$ cat src/hdl/mntf_pkg.sv
// Package with the types, constants and helper function of the note-to-frequency block.
`default_nettype none

package mntf_pkg;

  // Fixed-point formats of the note and of the frequency.
  localparam int NOTE_FRAC_BITS = 8;
  localparam int HZ_FRAC_BITS   = 12;

  // Field widths.
  localparam int NOTE_W = 20;
  localparam int FREQ_W = 29;
  localparam int SR_W   = 18;

  // Configuration port.
  localparam int APB_AW    = 3;
  localparam int APB_DW    = 32;
  localparam int REG_IDX_W = 1;
  localparam logic [REG_IDX_W-1:0] REG_SAMPLE_RATE = 1'b0;
  localparam logic [SR_W-1:0]      SR_RESET        = 18'd44100;

  // One octave (twelve semitones) in note units and the depth of the exponent table.
  localparam int SEMI_DEN  = 12 << NOTE_FRAC_BITS;
  localparam int TBL_DEPTH = SEMI_DEN;
  localparam int R_W       = $clog2(TBL_DEPTH);

  // Note split: d = note - 69 semitones, q = floor(d / SEMI_DEN), r = d mod SEMI_DEN.
  localparam int D_W          = NOTE_W + 1;
  localparam int DIV_SHIFT    = NOTE_FRAC_BITS + 2;
  localparam int X_W          = D_W - DIV_SHIFT;
  localparam int Q_W          = 9;
  localparam logic [D_W-1:0] NOTE_OFFSET = D_W'(69 << NOTE_FRAC_BITS);
  // Bias that makes floor(d / 1024) non-negative; a multiple of three.
  localparam int X_BIAS       = 531;
  localparam int Q_BIAS       = X_BIAS / 3;
  // floor(u / 3) as (u * RECIP3) >> RECIP3_SHIFT, exact for u below 2^17.
  localparam int RECIP3_SHIFT = 17;
  localparam int RECIP3       = ((1 << RECIP3_SHIFT) + 1) / 3;
  localparam int RECIP3_W     = 16;

  // Mantissa m = 2^(r / SEMI_DEN) in unsigned Q1.62.
  localparam int M_W = 63;
  localparam logic [M_W-1:0] ONE_Q62 = {1'b1, 62'd0};

  // Scaling by 440 Hz and the final shift.
  localparam int FREQ_A4    = 440;
  localparam int P_W        = M_W + 9;
  localparam int Q_OVER     = 20;
  localparam int SHIFT_BASE = 62 - HZ_FRAC_BITS;
  localparam int SH_W       = 8;
  localparam int T_W        = P_W - (SHIFT_BASE - Q_OVER + 1);

  // Taylor series engine that builds the exponent table.
  localparam logic [63:0] LN2_Q64  = 64'hB17217F7D1CF79AC;
  localparam logic [63:0] EXP_STEP = LN2_Q64 / 64'(4 * SEMI_DEN);
  localparam int Y_W       = 62;
  localparam int CHUNK_W   = 16;
  localparam int PP_W      = M_W + CHUNK_W;
  localparam int ACC_W     = M_W + Y_W;
  localparam int DVD_W     = 62;
  localparam int DIV_STEPS = DVD_W;
  localparam int K_W       = 5;
  localparam logic [K_W-1:0] K_MAX = 5'd30;

  typedef struct packed {
    logic signed [NOTE_W-1:0] note;
    logic                     last_in;
  } in_item_t;

  typedef struct packed {
    logic [FREQ_W-1:0] freq_hz;
    logic              clamped;
    logic              last_out;
  } out_item_t;

  // Write port of the exponent table.
  typedef struct packed {
    logic           en;
    logic [R_W-1:0] addr;
    logic [M_W-1:0] data;
  } tbl_wr_t;

  typedef enum logic [2:0] {
    FILL_START,
    FILL_MUL,
    FILL_DIV,
    FILL_ACC,
    FILL_WRITE,
    FILL_DONE
  } fill_state_t;

  // Nyquist bound (sample_rate / 2 - 1) in hertz with HZ_FRAC_BITS fraction bits.
  function automatic logic [FREQ_W-1:0] calc_top(input logic [SR_W-1:0] sr);
    logic [FREQ_W-1:0] half;
    half = FREQ_W'({sr, {(HZ_FRAC_BITS-1){1'b0}}});
    if (sr < SR_W'(2)) begin
      return '0;
    end
    return half - FREQ_W'(1 << HZ_FRAC_BITS);
  endfunction

endpackage

`default_nettype wire

$ cat src/hdl/mntf_apb_regs.sv
// Configuration register file with the sample rate and the derived Nyquist bound.
`default_nettype none

module mntf_apb_regs (
  input  wire logic                        clk,
  input  wire logic                        rst_n,
  input  wire logic                        psel,
  input  wire logic                        penable,
  input  wire logic                        pwrite,
  input  wire logic [mntf_pkg::APB_AW-1:0] paddr,
  input  wire logic [mntf_pkg::APB_DW-1:0] pwdata,
  output logic      [mntf_pkg::APB_DW-1:0] prdata,
  output logic                             pready,
  output logic      [mntf_pkg::FREQ_W-1:0] top
);
  import mntf_pkg::*;

  logic [SR_W-1:0]      sr_r;
  logic [FREQ_W-1:0]    top_r;
  logic [REG_IDX_W-1:0] reg_idx;
  logic                 wr_sr;

  assign pready  = 1'b1;
  assign reg_idx = paddr[APB_AW-1 -: REG_IDX_W];

  // Decode a write that completes this cycle.
  always_comb begin
    wr_sr = 1'b0;
    unique case (reg_idx)
      REG_SAMPLE_RATE: wr_sr = psel && penable && pwrite;
      default:         wr_sr = 1'b0;
    endcase
  end

  // The bound is worked out once at write time.
  always_ff @(posedge clk) begin
    if (!rst_n) begin
      sr_r  <= SR_RESET;
      top_r <= calc_top(SR_RESET);
    end else if (wr_sr) begin
      sr_r  <= pwdata[SR_W-1:0];
      top_r <= calc_top(pwdata[SR_W-1:0]);
    end
  end

  // Read mux.
  always_comb begin
    unique case (reg_idx)
      REG_SAMPLE_RATE: prdata = APB_DW'(sr_r);
      default:         prdata = '0;
    endcase
  end

  assign top = top_r;

endmodule

`default_nettype wire

$ cat config.mk
export PLATFORM = sky130hd
export DESIGN_NAME = mntf_apb_regs
export DESIGN_NICKNAME = d
export VERILOG_FILES = /design/src/hdl/mntf_pkg.sv /design/src/hdl/mntf_apb_regs.sv
export SDC_FILE = /design/constraint.sdc
export NUM_CORES = 1
export LEC_CHECK = 0
export BUFFER_PORTS_ARGS = -buffer_cell sky130_fd_sc_hd__buf_2
export CAP_MARGIN = 0
export CORE_MARGIN = 5
export CORE_UTILIZATION = 45
export CTS_CLUSTER_DIAMETER = 120
export DETAILED_ROUTE_END_ITERATION = 8
export PLACE_DENSITY = 0.79
export SLEW_MARGIN = 20
export SYNTH_ARGS = -nofsm -noshare
export SYNTH_HDL_FRONTEND = slang
export SYNTH_SLANG_ARGS = --single-unit
$ cat constraint.sdc
create_clock -name clk -period 2.5 [get_ports clk]
set_clock_uncertainty 0.2 [all_clocks]
set_input_delay 0.5 -clock clk [delete_from_list [all_inputs] [get_ports clk]]
set_output_delay 0.5 -clock clk [all_outputs]
set_load 0.03 [all_outputs]
# --- After elaboration in Yosys (flattened, before gate mapping) ---
# Index checks and enable logic that the tools add are counted.
totals:
  wordCells: 13
  input_bits: 40
  regBits: 47
  out_inout_bits: 62
op_classes:
  reduce_logical: 2
  addsub: 1
  mux: 7
  order_cmp: 1
ops:
  columns: ["operator", "count"]
  rows:
  - ["two-way mux 29 bit", 2]
  - ["subtractor 29 x 13 -> 29 bit (second input constant)", 1]
  - ["less-than comparator 18 x 2 -> 1 bit (second input constant)", 1]
  - ["two-way mux 18 bit", 1]
  - ["two-way mux 1 bit", 4]
  - ["logical AND 1 bit", 2]

# --- Longest topological paths before layout ---
depth:
  depth_word: 6
  depth_mapped: 6

# --- Worst setup path after synthesis ---
# No wires, ideal clock.
synth_timing:
  path_kind: "in2reg"
  startpoint: "input port pwdata[2] (netlist name)"
  endpoint: "register top_r[28], in the netlist top[28]"
  cell_stages: 6
  arrival_time_ps: 2029
  path_slack_ps: 159
  n_path_buf: 0
  required_ps: 2188
  path_cell_list: "inv_1 > ha_1 > nor4b_1 > nand2_4 > o311a_1 > a2111oi_1"
synth_via:
  elab_chain_len: 5
synth_lines:
  columns: ["element", "line", "text"]
  rows:
  - ["from (decl)", "mntf_apb_regs.sv:11", "input wire logic [mntf_pkg::APB_DW-1:0] pwdata,"]
  - ["less-than comparator 18 x 2 -> 1 bit", "mntf_pkg.sv:96", "if (sr < SR_W'(2)) begin"]
  - ["two-way mux 1 bit", "mntf_pkg.sv:96", null]
  - ["two-way mux 1 bit", "mntf_apb_regs.sv:40", "end else if (wr_sr) begin"]
  - ["two-way mux 1 bit", "mntf_apb_regs.sv:37", "if (!rst_n) begin"]
  - ["two-way mux 29 bit (*)", "mntf_pkg.sv:99", "return half - FREQ_W'(1 << HZ_FRAC_BITS);"]
  - ["to (signal assigned)", "mntf_apb_regs.sv:39", "top_r <= calc_top(SR_RESET);"]
  - ["to (signal assigned)", "mntf_apb_regs.sv:42", "top_r <= calc_top(pwdata[SR_W-1:0]);"]
  - ["to (decl)", "mntf_apb_regs.sv:19", "logic [FREQ_W-1:0] top_r;"]
# Mark *: on every way between the ends. The rest lies on a longest branch, timed or not. The select of a mux whose other input is x is not followed.
# A chain may end at the register's enable or synchronous reset.

# --- Worst setup path after layout ---
layout_timing:
  startpoint: "input port pwdata[10] (netlist name)"
  endpoint: "register top_r[28], in the netlist top[28]"
# The elaborated chain is that of the path after synthesis.

==> impl_metrics.ini <==
[logic_synthesis]
synth_mux_area_share_pct = 0
synth_seq_cells = 36
ys_seq_area_share_pct = 36.3
synth.distinct_cells = 40
post_synth.cell_area_avg_um2 = 7.95
syn_area_um2 = 1990
synth-edff-count = 0
ys_warn_count = 0
synthArstFlopShare_pct = 0
synth-xor-area-share_pct = 3.09
netlist_instances = 250
synth_ff_type = dfxtp_1
yosys.area_share.adder_pct = 0.630
synth-compound-area-share_pct = 16.7
synthSimpleGateAreaFrac_pct = 30.1
synth_top_family_by_area = simple AND/OR/NAND/NOR gates

[sta]
hold_viol_final = 0
setup_slack_ns = 0.307
final-setup-viol-count = 0
fin_crit_sh_pct = 87.7
report.final.slew_viol_count = 0
hold_ws_ns = 0.256
fmax_ghz = 0.456
finalCriticalPeriod_ns = 2.19
rsz0062_at_grt = no

[placement]
place_congestion = 0.929
place_area_um2 = 2310
io_buffers = 59
hpwlAfterDp_um = 3810
dp_slack_ns = -0.0171

[min_path]
whs_path_depth = 2
hp-class = reg -> reg
min_to = sr_r[0]$_SDFFE_PN0P_
min-delay-start = sr_r[0]$_SDFFE_PN0P_

[cts]
cts_hold_buf = 0
cts_tree = yes
numCtsBuffers = 5
cts_root_buf = clkbuf_8
htreeDepth = 2
clk_pin_slew_ns = 0.07
cts.sinks = 36
cts_buffer_depth = 2
insertion_delay_ns = 0.29
cts_setup_buffers = 0
post_cts_resize_count = 0

[critical_path]
path_max_fanout = 4
cp-start-kind = input port
critPathArrivalTime_ns = 2.18
worstReg2RegStart = top[28]$_SDFFE_PN0P_
crit_required_ns = 2.48
reg2reg_depth = 3
end_kind = flip-flop
r2r_setup_slack_ns = 1.22
rr_endpoint = top[28]$_SDFFE_PN0P_
crit_type = in -> reg

[floorplanning]
io_pins = 102
die_x_um = 76.5
die-height_um = 76.5
initial_utilization_pct = 45.9
dieArea_um2 = 5840
row_count = 24
core_um2 = 4320

[detailed_routing]
num_vias = 1858
drt_first_iter_violations = 78
viasPerCell = 5.04
antenna_left = 0
drt_first_pass_iters = 4
remaining_drc_errors = 0
wl_um = 5010
wl_per_cell_um = 13.6

[global_route]
antenna_found_initial = 0
grtUsageMet1_pct = 20.2
grt-busiest-layer = met2
grt_max_degree = 27
grt_pass1_vias = 1793
overflow = 0
grt_first_pass_wirelength_um = 8290
track_usage_pct = 17.0
use_met3_pct = 4.49
grtUsageMet2_pct = 27.9

[pwr]
power_w = 0.00125
peakVddDrop_mv = 0.198
p_per_area_nw_per_um2 = 520
leakagePower_nw = 1.07

[layout]
drive_gt1_share_pct = 27.1
final_cell_area_um2 = 2400
layout.nets = 357
postLayoutCoreUtil_pct = 55.5
layout_common_cells = 59 x buf_2, 48 x nand2_1, 36 x dfxtp_1
syn2layout_area_growth_pct = 20.8
num_antenna_cells = 0
n_fill_cell = 434
layout_commonest_cell = buf_2

[flow_run]
maxCapViolations = 0

[run_status]
status = complete, no violations
==> cells in the mapped netlist, types with 3 or more instances <==
cell type   n  area (um2)
nand4b_1    3        26.3
a21oi_1     4        20.0
a21boi_0   16         120
o21ai_0    11        55.1
o211ai_1    3        22.5
nor4_1      3        18.8
dfxtp_1    36         721
clkbuf_1   12        45.0
xor2_1      7        61.3
nor2_1      9        33.8
nand3_1    13        65.1
nor2b_1    18         113
buf_4      26         195
nand2_1    48         180
a31oi_1     3        18.8
nand4_1     4        25.0
inv_1       3        11.3
o311ai_0    3        26.3
==> worst max-delay path, cell delays in order <==
cell	delay, ns
buf_2	0.10
or4_4	0.53
or3_4	0.37
o311a_1	0.33
a2111oi_1	0.33
==> state kept, by name (all words and copies together), names as in the netlist <==
signal and count:
sr_r 18, top 18
==> layout make-up <==
type | count | area [um2] | area share [%]
inverter | 3 | 11.3 | 0.469
tap | 52 | 65.1 | 2.71
clock buffer | 7 | 86.3 | 3.60
clock inverter | 1 | 7.51 | 0.313
multi-input combinational | 196 | 1100 | 45.9
sequential | 36 | 721 | 30.0
timing repair buffer | 74 | 408 | 17.0
==> through the flow <==
step / instances / setup TNS [ns]
6_report: 369 / 0
5_1_grt: 369 / 0
4_1_cts: 369 / 0
3_5_place_dp: 361 / -0.0171
3_3_place_gp: 361 / 0
2_1_floorplan: 274 / 0
==> routing by layer <==
metal / vias to the layer above / wire (um)
li1: 945 / -
met1: 844 / 2200
met2: 58 / 2420
met3: 11 / 291
met4: 0 / 101
met5: - / 0
==> worst max-delay path by stage <==
stage                    start                   end  slack, ns  cells past startpoint
floorplan            pwdata[2]  top[28]$_SDFFE_PN0P_       0.16                      6
global placement    pwdata[10]  top[28]$_SDFFE_PN0P_       0.04                      5
detailed placement  pwdata[10]  top[28]$_SDFFE_PN0P_      -0.02                      5
CTS                 pwdata[10]  top[28]$_SDFFE_PN0P_       0.29                      5
global route        pwdata[10]  top[28]$_SDFFE_PN0P_       0.19                      5
finish              pwdata[10]  top[28]$_SDFFE_PN0P_       0.31                      5
==> where the power goes <==
part / total (W) / internal (W) / switching [W]
registers: 0.000596 / 0.000589 / 0.00000697
logic: 0.000226 / 0.0000619 / 0.000164
clock network: 0.000426 / 0.000224 / 0.000202
total: 0.00125 / 0.000874 / 0.000373
==> kinds of logic (layout without fill, tap and decap cells) <==
| family | after synthesis | in the layout |
|---|---|---|
| DFF | 36 | 36 |
| AOI/OAI and AO/OA | 48 | 48 |
| adders and majority gates | 1 | 1 |
| other | 2 | 26 |
| xor gates and xnor gates | 7 | 7 |
| buffers and inverters | 42 | 85 |
| and+or+nand+nor | 114 | 114 |
(Power assumes the default switching activity.)
