===== config.mk =====
export PLATFORM = sky130hd
export DESIGN_NAME = mntf_taylor_fill
export DESIGN_NICKNAME = d
export VERILOG_FILES = /design/src/hdl/mntf_pkg.sv /design/src/hdl/mntf_taylor_fill.sv
export SDC_FILE = /design/constraint.sdc
export NUM_CORES = 2
export LEC_CHECK = 0
export ABC_CLOCK_PERIOD_IN_PS = 19370
export BUFFER_PORTS_ARGS = -buffer_cell sky130_fd_sc_hd__buf_2
export CAP_MARGIN = 20
export CORE_UTILIZATION = 40
export CTS_BUF_LIST = sky130_fd_sc_hd__clkbuf_4 sky130_fd_sc_hd__clkbuf_8
export DETAILED_ROUTE_END_ITERATION = 8
export PLACE_DENSITY = 0.51
export REMOVE_ABC_BUFFERS = 1
export SLEW_MARGIN = 20
export SYNTH_ARGS = -nofsm -noshare
export SYNTH_HDL_FRONTEND = slang
export SYNTH_SLANG_ARGS = --single-unit

===== constraint.sdc =====
create_clock -name clk -period 19.37 [get_ports clk]
set_input_delay 0.9685 -clock clk [delete_from_list [all_inputs] [get_ports clk]]
set_output_delay 0.9685 -clock clk [all_outputs]
set_load 0.02 [all_outputs]

===== src/hdl/mntf_pkg.sv =====
// Package with the types, constants and helper function of the note-to-frequency block.
`default_nettype none

package mntf_pkg;

  // Fixed-point formats of the note and of the frequency.
  localparam int NOTE_FRAC_BITS = 8;
  localparam int HZ_FRAC_BITS   = 12;

  // Field widths.
  localparam int NOTE_W = 20;
  localparam int FREQ_W = 29;
  localparam int SR_W   = 18;

  // Configuration port.
  localparam int APB_AW    = 3;
  localparam int APB_DW    = 32;
  localparam int REG_IDX_W = 1;
  localparam logic [REG_IDX_W-1:0] REG_SAMPLE_RATE = 1'b0;
  localparam logic [SR_W-1:0]      SR_RESET        = 18'd44100;

  // One octave (twelve semitones) in note units and the depth of the exponent table.
  localparam int SEMI_DEN  = 12 << NOTE_FRAC_BITS;
  localparam int TBL_DEPTH = SEMI_DEN;
  localparam int R_W       = $clog2(TBL_DEPTH);

  // Note split: d = note - 69 semitones, q = floor(d / SEMI_DEN), r = d mod SEMI_DEN.
  localparam int D_W          = NOTE_W + 1;
  localparam int DIV_SHIFT    = NOTE_FRAC_BITS + 2;
  localparam int X_W          = D_W - DIV_SHIFT;
  localparam int Q_W          = 9;
  localparam logic [D_W-1:0] NOTE_OFFSET = D_W'(69 << NOTE_FRAC_BITS);
  // Bias that makes floor(d / 1024) non-negative; a multiple of three.
  localparam int X_BIAS       = 531;
  localparam int Q_BIAS       = X_BIAS / 3;
  // floor(u / 3) as (u * RECIP3) >> RECIP3_SHIFT, exact for u below 2^17.
  localparam int RECIP3_SHIFT = 17;
  localparam int RECIP3       = ((1 << RECIP3_SHIFT) + 1) / 3;
  localparam int RECIP3_W     = 16;

  // Mantissa m = 2^(r / SEMI_DEN) in unsigned Q1.62.
  localparam int M_W = 63;
  localparam logic [M_W-1:0] ONE_Q62 = {1'b1, 62'd0};

  // Scaling by 440 Hz and the final shift.
  localparam int FREQ_A4    = 440;
  localparam int P_W        = M_W + 9;
  localparam int Q_OVER     = 20;
  localparam int SHIFT_BASE = 62 - HZ_FRAC_BITS;
  localparam int SH_W       = 8;
  localparam int T_W        = P_W - (SHIFT_BASE - Q_OVER + 1);

  // Taylor series engine that builds the exponent table.
  localparam logic [63:0] LN2_Q64  = 64'hB17217F7D1CF79AC;
  localparam logic [63:0] EXP_STEP = LN2_Q64 / 64'(4 * SEMI_DEN);
  localparam int Y_W       = 62;
  localparam int CHUNK_W   = 16;
  localparam int PP_W      = M_W + CHUNK_W;
  localparam int ACC_W     = M_W + Y_W;
  localparam int DVD_W     = 62;
  localparam int DIV_STEPS = DVD_W;
  localparam int K_W       = 5;
  localparam logic [K_W-1:0] K_MAX = 5'd30;

  typedef struct packed {
    logic signed [NOTE_W-1:0] note;
    logic                     last_in;
  } in_item_t;

  typedef struct packed {
    logic [FREQ_W-1:0] freq_hz;
    logic              clamped;
    logic              last_out;
  } out_item_t;

  // Write port of the exponent table.
  typedef struct packed {
    logic           en;
    logic [R_W-1:0] addr;
    logic [M_W-1:0] data;
  } tbl_wr_t;

  typedef enum logic [2:0] {
    FILL_START,
    FILL_MUL,
    FILL_DIV,
    FILL_ACC,
    FILL_WRITE,
    FILL_DONE
  } fill_state_t;

  // Nyquist bound (sample_rate / 2 - 1) in hertz with HZ_FRAC_BITS fraction bits.
  function automatic logic [FREQ_W-1:0] calc_top(input logic [SR_W-1:0] sr);
    logic [FREQ_W-1:0] half;
    half = FREQ_W'({sr, {(HZ_FRAC_BITS-1){1'b0}}});
    if (sr < SR_W'(2)) begin
      return '0;
    end
    return half - FREQ_W'(1 << HZ_FRAC_BITS);
  endfunction

endpackage

`default_nettype wire


===== src/hdl/mntf_taylor_fill.sv =====
// Sequencer that builds the 2^(r/3072) table from a Taylor series after reset.
`default_nettype none

module mntf_taylor_fill (
  input  wire logic              clk,
  input  wire logic              rst_n,
  output mntf_pkg::tbl_wr_t      wr,
  output logic                   done
);
  import mntf_pkg::*;

  fill_state_t          state_r, state_nxt;
  logic [R_W-1:0]       entry_r;
  logic [Y_W-1:0]       y_r;
  logic [M_W-1:0]       term_r;
  logic [M_W-1:0]       sum_r;
  logic [K_W-1:0]       k_r;
  logic [1:0]           mcnt_r;
  logic [$clog2(DIV_STEPS)-1:0] dcnt_r;
  logic [ACC_W-1:0]     acc_r, acc_nxt;
  logic [DVD_W-1:0]     dvd_r, dvd_nxt;
  logic [K_W-1:0]       rem_r, rem_nxt;
  logic [CHUNK_W*4-1:0] y_ext;
  logic [CHUNK_W-1:0]   chunk;
  logic [PP_W-1:0]      pp;
  logic [K_W:0]         trial;
  logic [K_W:0]         diff;
  logic                 ge;

  // Multiply term by y sixteen bits of y at a time, high chunk first.
  always_comb begin
    y_ext = (CHUNK_W*4)'(y_r);
    case (mcnt_r)
      2'd0:    chunk = y_ext[4*CHUNK_W-1 -: CHUNK_W];
      2'd1:    chunk = y_ext[3*CHUNK_W-1 -: CHUNK_W];
      2'd2:    chunk = y_ext[2*CHUNK_W-1 -: CHUNK_W];
      default: chunk = y_ext[CHUNK_W-1:0];
    endcase
    pp      = PP_W'(term_r) * PP_W'(chunk);
    acc_nxt = {acc_r[ACC_W-CHUNK_W-1:0], {CHUNK_W{1'b0}}} + ACC_W'(pp);
  end

  // One restoring division step by k per cycle.
  always_comb begin
    trial   = {rem_r, dvd_r[DVD_W-1]};
    ge      = trial >= {1'b0, k_r};
    diff    = trial - {1'b0, k_r};
    rem_nxt = ge ? diff[K_W-1:0] : trial[K_W-1:0];
    dvd_nxt = {dvd_r[DVD_W-2:0], ge};
  end

  // Next state.
  always_comb begin
    state_nxt = state_r;
    unique case (state_r)
      FILL_START: state_nxt = FILL_MUL;
      FILL_MUL: begin
        if (mcnt_r == 2'd3) state_nxt = FILL_DIV;
      end
      FILL_DIV: begin
        if (dcnt_r == ($clog2(DIV_STEPS))'(DIV_STEPS - 1)) state_nxt = FILL_ACC;
      end
      FILL_ACC: begin
        if ((k_r == K_MAX) || (dvd_r == '0)) state_nxt = FILL_WRITE;
        else state_nxt = FILL_MUL;
      end
      FILL_WRITE: begin
        if (entry_r == R_W'(TBL_DEPTH - 1)) state_nxt = FILL_DONE;
        else state_nxt = FILL_START;
      end
      FILL_DONE: state_nxt = FILL_DONE;
      default:   state_nxt = FILL_START;
    endcase
  end

  // Outputs.
  always_comb begin
    wr.en   = 1'b0;
    wr.addr = entry_r;
    wr.data = sum_r;
    done    = 1'b0;
    unique case (state_r)
      FILL_WRITE: wr.en = 1'b1;
      FILL_DONE:  done  = 1'b1;
      default: begin
        wr.en = 1'b0;
        done  = 1'b0;
      end
    endcase
  end

  // Control registers.
  always_ff @(posedge clk) begin
    if (!rst_n) begin
      state_r <= FILL_START;
      entry_r <= '0;
      y_r     <= '0;
    end else begin
      state_r <= state_nxt;
      if (state_r == FILL_WRITE) begin
        entry_r <= entry_r + R_W'(1);
        y_r     <= y_r + EXP_STEP[Y_W-1:0];
      end
    end
  end

  // Series datapath: term_k = floor(floor(term_(k-1) * y / 2^62) / k).
  always_ff @(posedge clk) begin
    case (state_r)
      FILL_START: begin
        term_r <= ONE_Q62;
        sum_r  <= ONE_Q62;
        k_r    <= K_W'(1);
        mcnt_r <= 2'd0;
        acc_r  <= '0;
      end
      FILL_MUL: begin
        acc_r  <= acc_nxt;
        mcnt_r <= mcnt_r + 2'd1;
        if (mcnt_r == 2'd3) begin
          // The product stays below 2^124, so these bits hold all of it after the shift.
          dvd_r  <= acc_nxt[ACC_W-2 -: DVD_W];
          rem_r  <= '0;
          dcnt_r <= '0;
        end
      end
      FILL_DIV: begin
        dvd_r  <= dvd_nxt;
        rem_r  <= rem_nxt;
        dcnt_r <= dcnt_r + ($clog2(DIV_STEPS))'(1);
      end
      FILL_ACC: begin
        term_r <= M_W'(dvd_r);
        sum_r  <= sum_r + M_W'(dvd_r);
        k_r    <= k_r + K_W'(1);
        mcnt_r <= 2'd0;
        acc_r  <= '0;
      end
      default: begin
        term_r <= term_r;
      end
    endcase
  end

endmodule

`default_nettype wire


* After elaboration in Yosys (flattened, before gate mapping)
Index checks and enable logic that the tools add are counted.
** Word-level totals
- Logic and storage cells :: 64
- Output and inout bits :: 77
- Input bits :: 2
- Register bits after elaboration :: 391
** Operators by class
- $add $sub $neg :: 8
- Eq/ne operators :: 13
- Order comparisons :: 1
- Mux-type cells :: 20
- Reductions and logical operators :: 10
- Multipliers :: 1
** Operator list (number)
- $pmux 63 s2 :: 2
- $pmux 108 s2 :: 1
- $add 124x79->124 :: 1
- $pmux 62 s2 :: 1
- $mul 63x16->79 :: 1
- $add 63x62->63 :: 1
- $add 62x50->62 const B :: 1
- $logic_not 62->1 :: 1
- $mux 62 :: 1
- $pmux 16 s3 :: 1
- $pmux 5 s2 :: 2
- $pmux 3 s6 :: 1
- $add 12x1->12 const B :: 1
- $eq 12x12->1 const B :: 1
- $mux 3 :: 4
- $pmux 6 s2 :: 1
- $mux 5 :: 2
- $add 6x1->6 const B :: 1
- $eq 3x2->1 const B :: 2
- $eq 3x3->1 const B :: 2
- $eq 6x6->1 const B :: 1
- $ge 6x5->1 :: 1
- $mux 6 :: 1
- $reduce_bool 2->1 :: 3
- other kinds (15) :: 19

* Logic depth before layout (Yosys ltp)
- Depth in word-level cells :: 6
- Depth in mapped cells :: 31
- Gate-level depth less buffers :: 28

* Worst setup path before layout
Ideal clock, no wire load.
- Kind :: register -> register
- Start :: register mcnt_r[0]
- End :: register dvd_r[57] (data pin)
- Buffers on the path :: 3
- Required time :: 19218 ps
- Arrival time :: 7682 ps
- Period minus slack after synthesis :: 7833 ps
- Setup slack :: 11537 ps
- Stages on the path, launching flop included :: 28
- Library setup time :: 152 ps
- Cells stage by stage :: edfxtp_1 inv_1 ha_1 clkbuf_1 a222oi_1 mux2i_1 clkbuf_1 nand2_1 fa_1 inv_1 fa_1 fa_1 fa_1 fa_1 inv_1 fa_1 inv_1 ha_1 buf_2 nand4_1 or2_1 nor4_1 o21ai_1 a31oi_1 o21ai_2 or4_4 or3_1 a31oi_1
** Between the ends
- Word-level cells in the longest chain between the ends :: 6
- Elaborated cells between the ends (all ways) :: 8
- Those cells by class :: 1 x add/sub; 1 x mul; 2 x eq/ne; 3 x mux; 1 x reduce/logical
** RTL lines
- from (decl) :: line mntf_taylor_fill.sv:18 : logic [1:0] mcnt_r;
- from (signal assigned) :: line mntf_taylor_fill.sv:119 : mcnt_r <= mcnt_r + 2'd1;
- $eq 2x2->1, or another cell as far along :: line mntf_taylor_fill.sv:33 : case (mcnt_r)
- $pmux 16 s3 * :: line mntf_taylor_fill.sv:33
- $mul 63x16->79 * :: line mntf_taylor_fill.sv:39 : pp = PP_W'(term_r) * PP_W'(chunk);
- $add 124x79->124 * :: line mntf_taylor_fill.sv:40 : acc_nxt = {acc_r[ACC_W-CHUNK_W-1:0], {CHUNK_W{1'b0}}} + ACC_W'(pp);
- $mux 62 * :: line mntf_taylor_fill.sv:120 : if (mcnt_r == 2'd3) begin
- $pmux 62 s2 * :: line mntf_taylor_fill.sv:109 : case (state_r)
- to (signal assigned) :: line mntf_taylor_fill.sv:122 : dvd_r <= acc_nxt[ACC_W-2 -: DVD_W];
- to (signal assigned) :: line mntf_taylor_fill.sv:128 : dvd_r <= dvd_nxt;
- to (decl) :: line mntf_taylor_fill.sv:21 : logic [DVD_W-1:0] dvd_r, dvd_nxt;
Mark *: on every way between the ends. The rest lies on a longest branch, timed or not. The select of a mux whose other input is x is not followed.
A chain may end at the register's enable or synchronous reset.

* Worst setup path in the final report
- Start :: register mcnt_r[0]
- End :: register dvd_r[48] (data pin)
The elaborated chain is that of the path after synthesis.

==> flow_summary_export.csv <==
group,metric,value,unit
power,power.total,2.51,mW
clock_tree,cts_resized,0,
timing,tightestPinTransition,1.17,ns
clock_tree,cts.sinks,391,
setup_path,worstReg2RegEnd,"dvd_r[48]",
drt,first_pass_iters,8,
layout,drive_above_1_share,0.0495,
power,p_comb_frac,0.188,
clock_tree,cts_made_buffers,76,
floorplan,row_count,134,
layout,stdcell_area,57900,um^2
power,p_leak,26.4,nW
synth,synthTopCellsByArea,"fa_1 34%, edfxtp_1 17%, inv_1 7.3%, and2_1 6.1%, nand2_1 5.9%",
grt,grt_pass1_vias,42800,
layout,regArea,11000,um^2
grt,grt_max_degree,119,
setup_path,end_kind,"register",
synth,synth_seq_cells,391,
clock_tree,cts_setup_buffers,0,
setup_path,crit_path_start_kind,"register",
power,power_switching,0.902,mW
timing,timing.final.crit_share,0.502,
floorplan,dieArea,137000,um^2
setup_path,cp_num_buf_inv,5,
setup_path,critPathArrivalTime,10.11,ns
timing,hold_ws,0.502,ns
hold_path,whs_endpoint,"y_r[1]",
grt,grt_usage,0.242,
synth,synth.avg_cell_area,9.10,um^2
drt,drt_iter0_drc,2815,
synth,synth-edff-count,314,
synth,synth_top_area_cell,"fa_1",
setup_path,cp_common_cell,"fa_1",
floorplan,core,134000,um^2
timing,hold_viol_final,0,
synth,synth_ff_type,"edfxtp_1",
hold_path,hp-class,"reg2reg",
timing,rsz0062_at_grt,"false",
grt,grt-ovfl-total,0,
drt,wirelength,162000,um
layout,final_nets,7025,
setup_path,r2r-start,"mcnt_r[0]",
setup_path,critical_path_class,"reg2reg",
synth,synth_top_cell_area_share,0.337,
synth,seq_area_frac_synth,0.202,
timing,finalSetupViolCount,0,
floorplan,ios,79,
setup_path,cp_data_required_time,19.75,ns
place,gp_congestion,0.935,
synth,synth_cell_types,79,
power,clockPowerShare,0.356,
drt,vias_per_cell,5.32,
flow_run,cap_violations,0,
clock_tree,cts-root-buf,"clkbuf_8",
setup_path,crit_path_max_incr_delay,0.82,ns
power,power_frac_seq,0.456,
synth,syn_inst,5975,
power,p_per_area,43.4,nW/um^2
layout,stdcell_count,7692,
power,p_int,1.61,mW
layout,nFillCells,13500,
clock_tree,ctsHoldBuffers,0,
synth,yosys-top-cells-count,"1059 x inv_1, 917 x fa_1, 857 x nand2_1",
clock_tree,cts.clk_slew.worst_paths,0.06,ns
timing,skew,0.0413,ns
place,hpwl,124000,um
clock_tree,cts_tree,"built",
power,vdd_drop_max,72.2,uV
place,port_buffers,78,
timing,fmax,103,MHz
grt,antenna_found_initial,2,
place,dpl_cell_area,56300,um^2
drt,detail-route-antenna-nets,0,
setup_path,rrSetupSlack,9.64,ns
power,sw_frac_of_total,0.359,
setup_path,r2r_cells,26,
drt,num_vias,40900,
layout,area_delta_synth_final,6.40,%
clock_tree,htree_levels,3,
synth,synthMostInstantiatedCell,"inv_1",
clock_tree,cts_max_path_buffers,3,
drt,wl_per_cell,21.1,um
setup_path,critPathSlowestCell,"buf_4",
setup_path,cp_max_fo,54,
floorplan,die_w,371,um
synth,yosysWarnings,0,
floorplan,die_h,371,um
synth,synthArstFlopShare,0,
hold_path,hold_start,"y_r[1]",
setup_path,crit_family,"adder cells",
timing,setup_tns,0,ns
synth,syn_area,54400,um^2
place,place_inst,7552,
grt,grt_pass1_wl,257000,um
drt,drc,0,
hold_path,whs_path_depth,2,
timing,maxSlewViolCount,0,
run_status,status,"complete, no violations",
setup_path,startpoint,"mcnt_r[0]",
layout,multiInputGateArea,38500,um^2
clock_tree,clock_latency,0.71,ns
floorplan,initial_core_util,0.406,
timing,period_needed,9.73,ns
timing,slew_headroom,0.218,
cell usage in the layout (no fill, tap or decap), types with 17 or more instances in the layout:
master | Yosys | final
or3_1 | 26 | 26
a31oi_1 | 27 | 27
nor3_1 | 52 | 52
buf_2 | 31 | 78
inv_1 | 1059 | 1058
ha_1 | 244 | 243
a21boi_0 | 17 | 17
and2_1 | 529 | 529
nor4_1 | 39 | 39
clkbuf_8 | 0 | 80
clkbuf_4 | 0 | 23
o21bai_1 | 40 | 40
and3_1 | 27 | 27
edfxtp_1 | 314 | 314
fa_1 | 917 | 917
xor2_1 | 84 | 84
a21o_1 | 88 | 88
nand4_1 | 87 | 87
a21oi_1 | 238 | 237
nand3_1 | 47 | 47
o21a_1 | 29 | 29
xnor2_1 | 144 | 144
a211oi_1 | 22 | 22
nand2_1 | 857 | 857
nor2_1 | 340 | 337
dfxtp_1 | 77 | 77
buf_4 | 2 | 33
o21ai_0 | 149 | 149
routing by layer:
layer | vias up | share of wire | global-route usage
li1 | 18500 | - | -
met2 | 1110 | 0.47 | 0.396
met3 | 195 | 0.049 | 0.0231
met4 | 0 | 0.024 | 0.0597
met1 | 21100 | 0.46 | 0.344
met5 | - | 0 | 0
logic make-up after synthesis:
logic type	Yosys count	synth area share
buffers and inverters	1362	0.0948
multiplexers	18	0.00336
XOR/XNOR	228	0.0367
flip-flops	391	0.202
adder cells (fa/ha/maj)	1161	0.394
AO/OA/AOI/OAI	733	0.0862
AND/OR/NAND/NOR	2082	0.184
power groups by stage:
| stage | Sequential [mW] | Clock [mW] | Combinational (mW) |
|---|---|---|---|
| 2_1_floorplan | 1.09 | 0 | 0.303 |
| 3_3_place_gp | 1.16 | 0 | 0.472 |
| 3_5_place_dp | 1.16 | 0 | 0.469 |
| 4_1_cts | 1.14 | 0.917 | 0.474 |
| 5_1_grt | 1.15 | 0.946 | 0.519 |
| 6_report | 1.15 | 0.896 | 0.473 |
cell type report:
type | instances | area share
Timing Repair Buffer | 111 | 0.0110
Inverter | 1060 | 0.0689
Antenna cell | 3 | 0.000130
Clock inverter | 34 | 0.00517
Clock buffer | 103 | 0.0220
Multi-Input combinational cell | 4222 | 0.665
Tap cell | 1768 | 0.0382
Sequential cell | 391 | 0.190
flip-flops by register name (all words and copies together) (netlist names):
register / cells
rem_r: 5
k_r: 5
y_r: 62
entry_r: 12
state_r: 3
mcnt_r: 2
term_r: 63
sum_r: 63
acc_r: 108
dcnt_r: 6
dvd_r: 62
metrics by stage:
step | setup slack, ns | util
after floorplan | 9.57 | -
after global placement | 9.82 | 0.420
after detailed placement | 9.62 | 0.420
after CTS | 9.56 | 0.431
after global routing | 9.06 | 0.432
final | 9.64 | 0.432
tightest hold or removal path: stages (launching register included):
cell	delay (ns)
dfxtp_1	0.33
nand2_1	0.06
a21boi_0	0.06
worst max path at each step:
stage,end,slack [ns],cells past startpoint
after floorplan,dvd_r[47],9.57,22
after CTS,dvd_r[38],9.56,26
after detailed placement,dvd_r[38],9.62,24
after global placement,dvd_r[38],9.82,26
final,dvd_r[48],9.64,26
after global routing,dvd_r[48],9.06,24
No activity file was read; power rests on OpenSTA's default activity.
